--- src/hdl/sorted_price_level_table_unit_macros.svh ---
// Assertion macros shared by the price level table RTL
`ifndef SORTED_PRICE_LEVEL_TABLE_UNIT_MACROS_SVH
`define SORTED_PRICE_LEVEL_TABLE_UNIT_MACROS_SVH

// Same-cycle implication, checked at every rising clock edge out of reset
`define SPTU_ASSERT_NOW(label, clk, rst, ante, cons, msg) \
   label: assert property (@(posedge clk) disable iff (rst) (ante) |-> (cons)) \
      else $error(msg);

// Next-cycle implication, checked at every rising clock edge out of reset
`define SPTU_ASSERT_NEXT(label, clk, rst, ante, cons, msg) \
   label: assert property (@(posedge clk) disable iff (rst) (ante) |=> (cons)) \
      else $error(msg);

`endif

--- src/hdl/sptu_pkg.sv ---
// Package: sizes, request and status codes and the cell command for the price table
`default_nettype none

package sptu_pkg;

   // default sizes
   localparam int SPTU_TABLE_DEPTH = 64;
   localparam int SPTU_PRICE_BITS  = 32;

   // request kinds (the unused code behaves as a lookup)
   localparam logic [1:0] KIND_LOOKUP = 2'd0;
   localparam logic [1:0] KIND_CREATE = 2'd1;
   localparam logic [1:0] KIND_ERASE  = 2'd2;

   // result status codes
   localparam logic [2:0] STATUS_FOUND    = 3'd0;
   localparam logic [2:0] STATUS_MISSING  = 3'd1;
   localparam logic [2:0] STATUS_CREATED  = 3'd2;
   localparam logic [2:0] STATUS_FULL     = 3'd3;
   localparam logic [2:0] STATUS_MISMATCH = 3'd4;

   // command broadcast from the control to every cell
   typedef struct packed {
      logic compare;     // latch compare flags against the key
      logic shift_up;    // insert: cells at or above the rank move up
      logic shift_down;  // erase: cells at or above the rank pull from above
      logic new_side;    // side written with an inserted price
   } cell_cmd_type;

endpackage

`default_nettype wire

--- src/hdl/sptu_rank.sv ---
// Rank encoder: turns the cells' compare flags into rank, hit and matching side
`default_nettype none

module sptu_rank
   import sptu_pkg::*;
#(
   parameter int TABLE_DEPTH = SPTU_TABLE_DEPTH,
   parameter int COUNT_BITS  = 7
) (
   input  wire logic [TABLE_DEPTH-1:0] lt_vec,
   input  wire logic [TABLE_DEPTH-1:0] eq_vec,
   input  wire logic [TABLE_DEPTH-1:0] side_vec,
   output logic [COUNT_BITS-1:0]       rank,
   output logic                        hit,
   output logic                        hit_side
);

   logic [TABLE_DEPTH:0] boundary;

   // the less-than flags form a run from cell 0; mark where it ends
   always_comb begin
      boundary[0] = !lt_vec[0];
      for (int i = 1; i < TABLE_DEPTH; i++) begin
         boundary[i] = lt_vec[i-1] && !lt_vec[i];
      end
      boundary[TABLE_DEPTH] = lt_vec[TABLE_DEPTH-1];
   end

   // one-hot to binary
   always_comb begin
      rank = '0;
      for (int i = 0; i <= TABLE_DEPTH; i++) begin
         if (boundary[i]) begin
            rank = rank | COUNT_BITS'(i);
         end
      end
   end

   // prices are distinct, so at most one cell matches
   assign hit      = |eq_vec;
   assign hit_side = |(eq_vec & side_vec);

endmodule

`default_nettype wire

--- config.mk ---
export PLATFORM = sky130hd
export DESIGN_NAME = sptu_rank
export DESIGN_NICKNAME = d
export VERILOG_FILES = /design/src/hdl/sorted_price_level_table_unit_macros.svh /design/src/hdl/sptu_pkg.sv /design/src/hdl/sptu_rank.sv
export SDC_FILE = /design/constraint.sdc
export NUM_CORES = 1
export LEC_CHECK = 0
export BUFFER_PORTS_ARGS = -buffer_cell sky130_fd_sc_hd__buf_4
export CAP_MARGIN = 5
export CELL_PAD_IN_SITES_DETAIL_PLACEMENT = 0
export CELL_PAD_IN_SITES_GLOBAL_PLACEMENT = 2
export CORE_MARGIN = 10
export CORE_UTILIZATION = 12
export DETAILED_ROUTE_END_ITERATION = 8
export PLACE_DENSITY_LB_ADDON = 0.1
export SETUP_SLACK_MARGIN = 0.4
export SLEW_MARGIN = 5
export SYNTH_ARGS = -nofsm -noshare
export SYNTH_HDL_FRONTEND = slang
export SYNTH_SLANG_ARGS = --single-unit
--- constraint.sdc ---
create_clock -name vclk -period 5.5
set_clock_uncertainty 0.2 [all_clocks]
set_input_delay 1.1 -clock vclk [all_inputs]
set_output_delay 1.1 -clock vclk [all_outputs]
set_load 0.02 [all_outputs]
==> report_table.html <==
<table>
<tr><th>Metric</th><th>Value</th></tr>
<tr><th colspan="2">Global route</th></tr>
<tr><td>Wire length of the first global-routing pass</td><td>15,930 um</td></tr>
<tr><td>Antenna violations before repair</td><td>0</td></tr>
<tr><td>Global-route congestion overflow total</td><td>0</td></tr>
<tr><td>Maximum number of pins on one net before global-route repair</td><td>4</td></tr>
<tr><td>Tot GR Track Use</td><td>0.1403</td></tr>
<tr><td>Number of global-route vias before repair</td><td>~2,800</td></tr>
<tr><th colspan="2">Synthesis</th></tr>
<tr><td>Ys Warns</td><td>0</td></tr>
<tr><td>Dominant combinational cell family by area after synthesis</td><td>simple AND/OR/NAND/NOR gates</td></tr>
<tr><td>Fraction of the mapped netlist area in compound gates</td><td>0.4097</td></tr>
<tr><td>Cell type contributing the most total cell area after synthesis</td><td>a221oi_1</td></tr>
<tr><td>Post-Synth Adder-Cell Area</td><td>0</td></tr>
<tr><td>Average size of a mapped cell</td><td>6.654 um^2</td></tr>
<tr><td>Mapped cell area</td><td>between 1000 and 1500 um^2</td></tr>
<tr><td>Portion of synthesized cell area occupied by the leading cell type</td><td>0.1176</td></tr>
<tr><td>Simple-gate area share of the yosys netlist</td><td>0.5179</td></tr>
<tr><td>Syn Nets</td><td>371</td></tr>
<tr><td>Synth unique cells</td><td>21</td></tr>
<tr><td>Fraction of the yosys area taken by sequential cells</td><td>0</td></tr>
<tr><td>Multiplexer area fraction after synthesis</td><td>0</td></tr>
<tr><td>Xor/xnor share of the synthesized area</td><td>0</td></tr>
<tr><td>Top post-synthesis cells by area</td><td>a221oi_1 12%, a22o_1 12%, nor4_1 11%</td></tr>
<tr><td>Number of instances in the synthesized netlist</td><td>between 150 and 200</td></tr>
<tr><th colspan="2">Cells and area</th></tr>
<tr><td>Total of clock buffers placed in the layout</td><td>0</td></tr>
<tr><td>Commonest non-fill, non-tap cells in the layout</td><td>201 x buf_4, 21 x inv_1, 21 x nor4_1</td></tr>
<tr><td>Final std cell area, no fill</td><td>~2900 um^2</td></tr>
<tr><td>Register area</td><td>0 um^2</td></tr>
<tr><td>Fraction of final layout cells sized beyond drive strength 1</td><td>0.5488</td></tr>
<tr><td>Count of inserted antenna diode cells</td><td>0</td></tr>
<tr><td>Final net count</td><td>573</td></tr>
<tr><td>Area growth from synthesis to layout</td><td>140.0%</td></tr>
<tr><td>Sequential cell count</td><td>0</td></tr>
<tr><td>Layout filler cell count</td><td>1,127</td></tr>
<tr><td>Most frequent standard cell in the layout excluding fill and tap cells</td><td>buf_4</td></tr>
<tr><th colspan="2">STA</th></tr>
<tr><td>RSZ-0062 raised after global routing</td><td>false</td></tr>
<tr><td>Pins Over Slew Limit</td><td>0</td></tr>
<tr><td>Final setup violation count</td><td>0</td></tr>
<tr><td>Final-layout setup total negative slack</td><td>0 ps</td></tr>
<tr><td>Relative slew slack</td><td>0.3604</td></tr>
<tr><td>Time the final worst path needs with I/O delays and setup</td><td>4157 ps</td></tr>
<tr><td>Maximum achievable frequency</td><td>240.5 MHz</td></tr>
<tr><td>Hold Fails Final Rpt</td><td>0</td></tr>
<tr><td>Transition time of the tightest slew-check pin</td><td>between 900 and 1000 ps</td></tr>
<tr><td>Tcrit/Tclk final</td><td>0.7559</td></tr>
<tr><th colspan="2">Setup path</th></tr>
<tr><td>Class of the most critical setup path</td><td>in -&gt; out</td></tr>
<tr><td>Worst setup SP type</td><td>primary input</td></tr>
<tr><td>Largest fanout of any net on the critical path</td><td>3</td></tr>
<tr><td>Largest stage delay on the critical path</td><td>620 ps</td></tr>
<tr><td>Data arrival time of the critical path</td><td>2860 ps</td></tr>
<tr><td>Cell repeated most along the worst path</td><td>buf_4</td></tr>
<tr><td>Setup crit start</td><td>lt_vec[46]</td></tr>
<tr><td>Data required time of the worst path</td><td>between 4000 and 5000 ps</td></tr>
<tr><td>Crit path cell chain</td><td>buf_4 &gt; or2b_1 &gt; o2111ai_1 &gt; a2111oi_0 &gt; or4b_1 &gt; buf_4</td></tr>
<tr><td>Slowest cell on the critical path</td><td>a2111oi_0</td></tr>
<tr><td>Worst Setup End Kind</td><td>output pin</td></tr>
<tr><th colspan="2">Worst hold path</th></tr>
<tr><td>Worst hold path class</td><td>in -&gt; out</td></tr>
<tr><td>Critical hold path startpoint</td><td>lt_vec[63]</td></tr>
<tr><th colspan="2">Floorplanning</th></tr>
<tr><td>Core outline area</td><td>9729 um^2</td></tr>
<tr><td>Die Outline Area</td><td>14,310 um^2</td></tr>
<tr><td>Ports placed on the boundary</td><td>201</td></tr>
<tr><td>Width of the chip</td><td>between 100 and 150 um</td></tr>
<tr><td>Standard-cell rows</td><td>36</td></tr>
<tr><td>Chip Height</td><td>119.6 um</td></tr>
<tr><td>Initial cell density of the core</td><td>0.1224</td></tr>
<tr><th colspan="2">Clocking</th></tr>
<tr><td>Post-CTS Hold Fix Bufs</td><td>0</td></tr>
<tr><td>Count of cells resized by post-cts repair</td><td>0</td></tr>
<tr><td>Post-CTS repair timing setup buffer count</td><td>0</td></tr>
<tr><th colspan="2">Drt</th></tr>
<tr><td>Uppermost layer routed</td><td>met4</td></tr>
<tr><td>DR WL met3</td><td>1149 um</td></tr>
<tr><td>Average detailed-routed wire length per instance</td><td>~21 um</td></tr>
<tr><td>Number of iterations in the first detailed-routing pass</td><td>4</td></tr>
<tr><td>DRC violations left</td><td>0</td></tr>
<tr><td>Wire length the detailed router placed on met1</td><td>3704 um</td></tr>
<tr><td>Detailed-routed wire length on met2</td><td>about 5900 um</td></tr>
<tr><td>Starting DRT DRC Count</td><td>60</td></tr>
<tr><td>Total vias in the final route</td><td>2,357</td></tr>
<tr><td>Routed Wire Length</td><td>10,910 um</td></tr>
<tr><td>Per-cell via count in the routed design</td><td>roughly 4.6</td></tr>
<tr><td>Number of nets with antenna violations after detailed routing</td><td>0</td></tr>
<tr><th colspan="2">Pwr</th></tr>
<tr><td>Relative contribution of combinational cells to total power</td><td>1.000</td></tr>
<tr><td>Total power draw</td><td>between 0.15 and 0.2 mW</td></tr>
<tr><td>Peak supply drop</td><td>roughly 30 uV</td></tr>
<tr><td>Net switching component of the power</td><td>0.07065 mW</td></tr>
<tr><td>Clock power frac</td><td>0</td></tr>
<tr><td>Leakage power total</td><td>1.368 nW</td></tr>
<tr><td>Internal power</td><td>about 0.12 mW</td></tr>
<tr><td>Pwr per Cell Area</td><td>66.58 nW/um^2</td></tr>
<tr><td>Net switching share of the total power</td><td>0.3712</td></tr>
<tr><td>Power share of the sequential group</td><td>0</td></tr>
<tr><th colspan="2">Place</th></tr>
<tr><td>GPL Wtd Cong</td><td>0.7776</td></tr>
<tr><td>DPL Wire Length</td><td>~11,000 um</td></tr>
<tr><td>Port buffer count</td><td>between 200 and 250</td></tr>
<tr><td>Standard cell area after detailed placement</td><td>2859 um^2</td></tr>
<tr><th colspan="2">Outcome</th></tr>
<tr><td>Status</td><td>complete, no violations</td></tr>
<tr><th colspan="2">Run</th></tr>
<tr><td>Max-cap check violation count</td><td>0</td></tr>
</table>
[through the flow]
stage          hold slack, ps  utilization  std cells  setup WS (ps)
2_1_floorplan            2113            -        179           1781
3_3_place_gp             2209       0.2939        512           1459
3_5_place_dp             2208       0.2939        512           1363
4_1_cts                  2208       0.2939        512           1361
5_1_grt                  2219       0.2939        512           1212
6_report                 2206       0.2939        512           1343
[logic make-up after synthesis]
| kind of cell | Yosys count |
|---|---|
| buffers and inverters | 22 |
| AND/OR/NAND/NOR | 95 |
| AO/OA/AOI/OAI | 62 |
[worst max-delay path, delay by kind of cell]
kind	cells	cell delay, ps
AND/OR/NAND/NOR	2	690
buffers and inverters	2	290
AO/OA/AOI/OAI	2	780
[power groups by stage]
stage / registers, mW / clock network (mW) / logic [mW]
2_1_floorplan: 0 / 0 / 0.0537
3_3_place_gp: 0 / 0 / 0.193
3_5_place_dp: 0 / 0 / 0.192
4_1_cts: 0 / 0 / 0.193
5_1_grt: 0 / 0 / 0.208
6_report: 0 / 0 / 0.190
[metal layers]
layer  vias to the layer above  track usage
met4                         0      0.01433
li1                       1155            -
met2                       132       0.2809
met1                      1064       0.1342
met3                         6      0.05626
met5                         -            0
[synth_stat cells, drive strengths merged]
master	instances
inv	21
nand2b	21
nor4	21
nand4	17
or2b	17
a221oi	16
a22o	16
o21ai	15
o2111ai	12
nor3	5
nor2	4
nor2b	3
or4	3
a2111oi	2
nand3	2
a221o	1
buf	1
nand3b	1
or4b	1
[path summary, 6_finish.rpt]
| kind | cells after the start | endpoint |
|---|---|---|
| setup / recovery | 6 | rank[3] |
| hold / removal | 2 | rank[6] |
[layout make-up]
cell class | instances | area [um^2] | share of cell area
well taps | 133 | 166.4 | 0.05821
repair buffers | 201 | 1509 | 0.5278
inverters | 21 | 78.83 | 0.02757
multi-input cells | 157 | 1105 | 0.3864
Power figures use the tool's default switching activity.
