<file path="config.mk">
export PLATFORM = sky130hd
export DESIGN_NAME = sptu_cell
export DESIGN_NICKNAME = d
export VERILOG_FILES = /design/src/hdl/sorted_price_level_table_unit_macros.svh /design/src/hdl/sptu_pkg.sv /design/src/hdl/sptu_cell.sv
export SDC_FILE = /design/constraint.sdc
export NUM_CORES = 1
export LEC_CHECK = 0
export ABC_CLOCK_PERIOD_IN_PS = 3100
export BUFFER_PORTS_ARGS = -buffer_cell sky130_fd_sc_hd__buf_2
export CORE_MARGIN = 2
export CORE_UTILIZATION = 45
export CTS_CLUSTER_DIAMETER = 150
export DETAILED_ROUTE_END_ITERATION = 16
export GPL_ROUTABILITY_DRIVEN = 0
export PLACE_DENSITY = 0.82
export SLEW_MARGIN = 20
export SYNTH_ARGS = -nofsm -noshare
export SYNTH_HDL_FRONTEND = slang
export SYNTH_SLANG_ARGS = --single-unit
</file>
<file path="constraint.sdc">
create_clock -name clock -period 3.1 [get_ports clock]
set_input_delay 0.62 -clock clock [delete_from_list [all_inputs] [get_ports clock]]
set_output_delay 0.62 -clock clock [all_outputs]
set_load 0.05 [all_outputs]
</file>
<file path="src/hdl/sorted_price_level_table_unit_macros.svh">
// Assertion macros shared by the price level table RTL
`ifndef SORTED_PRICE_LEVEL_TABLE_UNIT_MACROS_SVH
`define SORTED_PRICE_LEVEL_TABLE_UNIT_MACROS_SVH

// Same-cycle implication, checked at every rising clock edge out of reset
`define SPTU_ASSERT_NOW(label, clk, rst, ante, cons, msg) \
   label: assert property (@(posedge clk) disable iff (rst) (ante) |-> (cons)) \
      else $error(msg);

// Next-cycle implication, checked at every rising clock edge out of reset
`define SPTU_ASSERT_NEXT(label, clk, rst, ante, cons, msg) \
   label: assert property (@(posedge clk) disable iff (rst) (ante) |=> (cons)) \
      else $error(msg);

`endif

</file>
<file path="src/hdl/sptu_pkg.sv">
// Package: sizes, request and status codes and the cell command for the price table
`default_nettype none

package sptu_pkg;

   // default sizes
   localparam int SPTU_TABLE_DEPTH = 64;
   localparam int SPTU_PRICE_BITS  = 32;

   // request kinds (the unused code behaves as a lookup)
   localparam logic [1:0] KIND_LOOKUP = 2'd0;
   localparam logic [1:0] KIND_CREATE = 2'd1;
   localparam logic [1:0] KIND_ERASE  = 2'd2;

   // result status codes
   localparam logic [2:0] STATUS_FOUND    = 3'd0;
   localparam logic [2:0] STATUS_MISSING  = 3'd1;
   localparam logic [2:0] STATUS_CREATED  = 3'd2;
   localparam logic [2:0] STATUS_FULL     = 3'd3;
   localparam logic [2:0] STATUS_MISMATCH = 3'd4;

   // command broadcast from the control to every cell
   typedef struct packed {
      logic compare;     // latch compare flags against the key
      logic shift_up;    // insert: cells at or above the rank move up
      logic shift_down;  // erase: cells at or above the rank pull from above
      logic new_side;    // side written with an inserted price
   } cell_cmd_type;

endpackage

`default_nettype wire

</file>
<file path="src/hdl/sptu_cell.sv">
// One table cell: holds a price and side, compares with the key, shifts with its neighbours
`default_nettype none

module sptu_cell
   import sptu_pkg::*;
#(
   parameter int PRICE_BITS = SPTU_PRICE_BITS,
   parameter int COUNT_BITS = 7,
   parameter int CELL_INDEX = 0
) (
   input  wire logic                  clock,
   input  wire logic [PRICE_BITS-1:0] key_price,
   input  wire cell_cmd_type          cmd,
   input  wire logic [COUNT_BITS-1:0] count,
   input  wire logic                  left_lt,
   input  wire logic [PRICE_BITS-1:0] left_price,
   input  wire logic                  left_side,
   input  wire logic [PRICE_BITS-1:0] right_price,
   input  wire logic                  right_side,
   output logic [PRICE_BITS-1:0]      price,
   output logic                       side,
   output logic                       lt,
   output logic                       eq
);

   localparam logic [COUNT_BITS-1:0] MY_INDEX = COUNT_BITS'(CELL_INDEX);

   logic [PRICE_BITS-1:0] price_ff;
   logic                  side_ff;
   logic                  lt_ff;
   logic                  eq_ff;
   logic                  occupied;

   // entries at or above the count hold nothing meaningful
   assign occupied = count > MY_INDEX;

   // compare flags, latched once per item
   always_ff @(posedge clock) begin
      if (cmd.compare) begin
         lt_ff <= occupied && (price_ff < key_price);
         eq_ff <= occupied && (price_ff == key_price);
      end
   end

   // shift: cells below the rank keep their entry
   always_ff @(posedge clock) begin
      if (cmd.shift_up && !lt_ff) begin
         if (left_lt) begin
            price_ff <= key_price;
            side_ff  <= cmd.new_side;
         end else begin
            price_ff <= left_price;
            side_ff  <= left_side;
         end
      end else if (cmd.shift_down && !lt_ff) begin
         price_ff <= right_price;
         side_ff  <= right_side;
      end
   end

   assign price = price_ff;
   assign side  = side_ff;
   assign lt    = lt_ff;
   assign eq    = eq_ff;

endmodule

`default_nettype wire

</file>
==> flow_summary_export.csv, run 1 <==
group,metric,value,unit
status,outcome,"finished clean",
grt,grt_pass1_wl,9910,um
synth,async_flop_share,0,%
clock_network,cts_tree,"done",
worst_setup_path,worstPathMaxFanout,3,
clock_network,cts_setup_buffers,0,
floorplan,core-area,5510,sq um
sta,slew_violations,0,
synth,post-synth-top-count-cell,"nand2_1",
power,leakage,1.84,nW
place,post-dp-hpwl,5060,um
floorplan,die-width,79.5,um
sta,setup_viol,0,
synth,synth_top_area_share,40.9,%
worst_setup_path,critPathArrivalTime,1.98,ns
cells_and_area,layout-drive-gt1-share,38.1,%
power,p_clk_share,21.7,%
clock_network,cts.sinks,35,
clock_network,cts_buffers,5,
worst_hold_path,hp-class,"input pin to register",
cells_and_area,seq_area,1050,sq um
synth,ys_seq_area_share,40.9,%
synth,yosysUniqueCellTypes,26,
power,irDropWorstVdd,0.209,mV
floorplan,io_pins,146,
synth,synth_ff_type,"edfxtp_1",
clock_network,post_cts_resize_count,0,
grt,grt_pass1_vias,2327,
power,pwr_density_cell,407,nW/um^2
drt,wire_per_inst,13.0,um
synth,syn_area,2570,sq um
grt,track_usage,20.1,%
drt,vias,2398,
synth,synth-edff-count,35,
grt,antenna_found_initial,0,
place,port_buffers,145,
sta,finalHoldViolations,0,
synth,synth_fp_nets,409,
cells_and_area,nFillCells,470,
sta,fmax,0.513,GHz
cells_and_area,diodes,0,
synth,synth.avg_cell_area,9.65,sq um
drt,totalWireLength,6220,um
cells_and_area,fin_nets,551,
worst_setup_path,worst-setup-path-type,"input pin to register",
sta,tns,0,ns
clock_network,holdBufCountCts,0,
grt,grt_max_degree,67,
sta,timing.hold.ws,0.559,ns
drt,drc,0,
synth,ys_top_cells_by_area,"edfxtp_1 41%, ha_1 16%, mux2i_1 13%",
flow_run,maxCapViolations,0,
worst_setup_path,crit_path_end_kind,"register",
power,p_int,0.000902,W
clock_network,htreeDepth,2,
floorplan,dieArea,6330,sq um
clock_network,path_clk_slew,0.06,ns
power,seqPwrFrac,43.4,%
cells_and_area,syn2layout_area_growth,33.7,%
power,combPwrFrac,34.9,%
sta,period_needed,1.95,ns
place,dp.cells,473,
synth,postSynthCellCount,266,
sta,finalClockSkew,0.00257,ns
grt,grt_overflow_total,0,
synth,yosys_warnings,0,
drt,via_per_inst,5.01,
drt,first_iter_violations,116,
floorplan,fp.dieH,79.5,um
worst_setup_path,critPathRequiredTime,3.13,ns
power,power.switching,0.000494,W
cells_and_area,multi_input_area,1360,sq um
synth,yosysTopAreaCell,"edfxtp_1",
cells_and_area,finalNonFillerCells,479,
power,switching_share,35.4,%
clock_network,cts_root_buf,"clkbuf_8",
sta,min_period_over_period,62.9,%
clock_network,max-clock-path-buffers,2,
drt,ant_nets,0,
drt,first_pass_iters,4,
sta,rsz0062_at_grt,"false",
synth,synthTopCellsByCount,"43 x nand2_1, 38 x o21ai_0, 35 x edfxtp_1",
floorplan,rows,27,
worst_setup_path,cp-start-kind,"input pin",
sta,relSlewSlack,37.4,%
synth,ys_ff_latch,35,
floorplan,start_util,46.6,%
clock_network,insertion_delay,0.28,ns
sta,worstMarginPinSlew,0.937,ns
cells by family after synthesis:
logic type      count (synthesis)  synth area share (%)
buf+inv                        44                  6.63
mux                            33                  12.9
flops                          35                  40.9
simple gates                   65                  12.1
fa+ha+maj                      32                  15.6
compound gates                 57                  11.9
routing by layer:
metal | GRT usage (%) | part of all wire (%) | vias to the layer above | wire length [um]
met5 | 0 | 0 | - | 0
met4 | 8.62 | 2.8 | 0 | 173
met3 | 4.41 | 5.4 | 18 | 336
met2 | 37.2 | 52 | 81 | 3200
met1 | 21.8 | 40 | 1066 | 2500
li1 | - | - | 1233 | -
final timing paths:
check                 startpoint      endpoint  slack [ns]  depth (start not counted)
max                key_price[14]  lt$_DFFE_PP_        1.15                          8
min                       cmd[3]  eq$_DFFE_PP_        0.56                          1
max reg2reg  price[14]$_DFFE_PP_  lt$_DFFE_PP_        1.20                          6
min reg2reg  price[31]$_DFFE_PP_  lt$_DFFE_PP_        0.83                          4
flip-flops by register name (all words and copies together), names as in the netlist:
signal,count
eq,1
side,1
price,32
lt,1
critical path: stages:
cell	delay, ns
buf_2	0.09
inv_1	0.04
ha_1	0.30
nand4_1	0.14
nor4_1	0.39
o21ai_0	0.19
o211ai_1	0.13
a21oi_1	0.09
through the flow:
step                utilization [%]  instance area [sq um]  power (W)  worst slack (ns)
floorplan                         -                   2570   0.000944             0.577
global placement               60.9                   3350    0.00109             0.932
detailed placement             60.9                   3350    0.00111             0.817
CTS                            62.2                   3430    0.00140              1.11
global route                   62.3                   3430    0.00148             0.965
finish                         62.3                   3430    0.00140              1.15
final cells by class:
type	count	share of cell area, %
Multi-Input combinational cell	187	39.7
Clock buffer	6	2.11
Inverter	33	3.61
Sequential cell	35	30.6
Tap cell	72	2.62
Timing Repair Buffer	146	21.4
placed cells by master, fill, tap and decap left out, types with 2 or more instances in the layout:
cell type / n
buf_2: 145
nand2_1: 43
o21ai_0: 38
edfxtp_1: 35
inv_1: 33
mux2i_1: 33
ha_1: 32
a21oi_1: 13
clkbuf_8: 5
nor2_1: 4
and4_1: 3
nand4_1: 3
nand3_1: 2
a21o_1: 2
power by group through the flow:
stage | Combinational (W) | Clock, W | Sequential (W)
global placement | 0.000479 | 0 | 0.000614
finish | 0.000488 | 0.000303 | 0.000606
detailed placement | 0.000491 | 0 | 0.000617
CTS | 0.000492 | 0.000306 | 0.000607
global route | 0.000540 | 0.000328 | 0.000611
floorplan | 0.000182 | 0 | 0.000762
(Power assumes the default switching activity.)
==> inputs of run 2 (changes only) <==
- ABC_CLOCK_PERIOD_IN_PS: 3100 -> 1600
- CORE_UTILIZATION: 45 -> 40
- PLACE_DENSITY: 0.82 -> 0.77
- clock period: 3.1 -> 1.6 ns (I/O delays scaled with it)
==> run 2 against run 1 <==
  * The flow now finishes with violations (negative setup slack)
  * Critical endpoint unchanged
  * Combinational power rose by 120%
  * Sequential cell count unchanged
  * Critical path depth down 2
  * First-iteration DRC count down 27%
  * Total power grew 110%
  * Largest cell class unchanged
  * Final cell count grew 4.6%
  * Sequential power rose by 96%
  * Sequential share of layout area is 2.7 points lower
  * Worst hold slack worse by 0.30 ns
  * Clock-buffer cell count fell by 1
==> flow_summary_export.csv, run 2 (same netlist as run 1, synthesis figures left out) <==
group,metric,value,unit
sta,relSlewSlack,62.7,%
status,violations,"negative setup slack",
cells_and_area,design_area,3760,sq um
drt,drc,0,
clock_network,cts_root_buf,"clkbuf_8",
power,leakage,1.93,nW
sta,fin_ws,-0.0691,ns
clock_network,insertion_delay,0.28,ns
floorplan,fp.dieH,84.1,um
power,pwr_density_cell,768,nW/um^2
drt,ant_nets,0,
clock_network,cts.sinks,35,
clock_network,htreeDepth,2,
floorplan,dieArea,7080,sq um
worst_setup_path,worstPathMaxFanout,3,
cells_and_area,nFillCells,568,
worst_setup_path,reg2reg_slack,-0.07,ns
sta,setup_viol,1,
status,outcome,"finished with violations",
grt,grt_pass1_vias,2603,
flow_run,maxCapViolations,0,
sta,slew_violations,0,
worst_hold_path,hp-start,"cmd[3]",
worst_setup_path,reg2regPathDepth,6,
drt,vias,2489,
grt,grt_pass1_wl,11400,um
place,post-dp-hpwl,5350,um
place,port_buffers,145,
worst_setup_path,critPathArrivalTime,1.71,ns
power,finalPower,0.00289,W
power,switching_share,36.3,%
cells_and_area,diodes,0,
drt,first_iter_violations,85,
floorplan,die-width,84.1,um
power,combPwrFrac,37.0,%
worst_hold_path,hp-class,"input pin to register",
sta,finalHoldViolations,0,
power,power.switching,0.00105,W
cells_and_area,layout-drive-gt1-share,45.0,%
place,place_area,3510,sq um
floorplan,io_pins,146,
power,seqPwrFrac,41.2,%
clock_network,path_clk_slew,0.08,ns
clock_network,cts_buffers,5,
floorplan,start_util,40.9,%
sta,period_needed,1.67,ns
worst_hold_path,worstHoldEndpoint,"lt$_DFFE_PP_",
power,p_clk_share,21.8,%
drt,via_per_inst,4.97,
floorplan,core-area,6280,sq um
drt,wire_per_inst,13.8,um
cells_and_area,final_cell_mix,"145 x buf_2, 43 x nand2_1, 36 x o21ai_0",
power,p_int,0.00184,W
worst_setup_path,critPathRequiredTime,1.64,ns
clock_network,cts_tree,"done",
cells_and_area,final_common_cell,"buf_2",
power,irDropWorstVdd,0.397,mV
sta,min_period_over_period,104,%
grt,grt_max_degree,41,
grt,antenna_found_initial,0,
cells_and_area,finalCoreUtilization,60.0,%
cells_and_area,fin_nets,566,
sta,finalClockSkew,0.00474,ns
grt,grt_overflow_total,0,
grt,track_usage,19.8,%
worst_setup_path,cp-start-kind,"register",
worst_setup_path,r2r-end,"lt$_DFFE_PP_",
sta,fmax,0.599,GHz
drt,totalWireLength,6930,um
sta,worstMarginPinSlew,0.558,ns
worst_setup_path,worst-setup-path-type,"register to register",
worst_setup_path,crit_path_end_kind,"register",
cells_and_area,largest_register_ffs,32,
cells_and_area,syn2layout_area_growth,46.6,%
worst_setup_path,r2r_start,"price[11]$_DFFE_PP_",
worst_hold_path,min_path_cells,1,
floorplan,rows,29,
clock_network,max-clock-path-buffers,2,
drt,first_pass_iters,4,
sta,timing.hold.ws,0.257,ns
sta,rsz0062_at_grt,"true",
-- run 2: how the worst max path moves through the flow --
stage | start | end | slack, ns
after floorplan | price[6]$_DFFE_PP_ | lt$_DFFE_PP_ | -0.26
after global placement | key_price[17] | lt$_DFFE_PP_ | -0.16
after detailed placement | key_price[17] | lt$_DFFE_PP_ | -0.21
after CTS | price[14]$_DFFE_PP_ | lt$_DFFE_PP_ | -0.10
after global routing | price[19]$_DFFE_PP_ | lt$_DFFE_PP_ | -0.17
final | price[11]$_DFFE_PP_ | lt$_DFFE_PP_ | -0.07
-- run 2: layout make-up --
| type | instances | area (sq um) | share of cell area [%] |
|---|---|---|---|
| Tap cell | 77 | 96.3 | 2.56 |
| Inverter | 33 | 124 | 3.29 |
| Multi-Input combinational cell | 188 | 1550 | 41.1 |
| Clock inverter | 3 | 15.0 | 0.399 |
| Sequential cell | 35 | 1050 | 27.9 |
| Clock buffer | 5 | 68.8 | 1.83 |
| Timing Repair Buffer | 160 | 863 | 22.9 |
-- run 2: power by group through the flow --
| stage | clock network [W] | registers (W) | logic (W) |
|---|---|---|---|
| after global placement | 0 | 0.00119 | 0.000989 |
| after floorplan | 0 | 0.00148 | 0.000365 |
| after detailed placement | 0 | 0.00120 | 0.00102 |
| after CTS | 0.000655 | 0.00118 | 0.00103 |
| after global routing | 0.000689 | 0.00120 | 0.00119 |
| final | 0.000629 | 0.00119 | 0.00107 |
-- run 2: per-layer routing --
layer	up-vias	GRT usage, %	part of all wire [%]
li1	1263	-	-
met1	1135	23.1	42
met2	85	36.3	51
met3	6	3.76	5.3
met4	0	6.45	1.4
met5	-	0	0
-- run 2: worst max-delay path: stages, from the launching register on --
cell      delay (ns)
edfxtp_1        0.44
ha_4            0.30
nand2_1         0.09
nor4_2          0.30
o21ai_1         0.11
o211ai_1        0.09
a21oi_1         0.09
-- run 2: repair_timing --
| action | in CTS | in global routing |
|---|---|---|
| pin swaps | 3 | 11 |
| setup endpoints to repair | 34 | 2 |
| resized for setup | 4 | 14 |
| hold buffers | 0 | 0 |
| cloned | 1 | 0 |
| buffers inserted | 0 | 1 |
-- run 2: through the flow --
stage | worst slack [ns] | setup TNS, ns | std cells
after floorplan | -0.260 | -0.966 | 266
after CTS | -0.103 | -0.103 | 500
after detailed placement | -0.211 | -3.23 | 491
after global routing | -0.174 | -0.195 | 501
after global placement | -0.160 | -2.72 | 491
final | -0.0691 | -0.0691 | 501
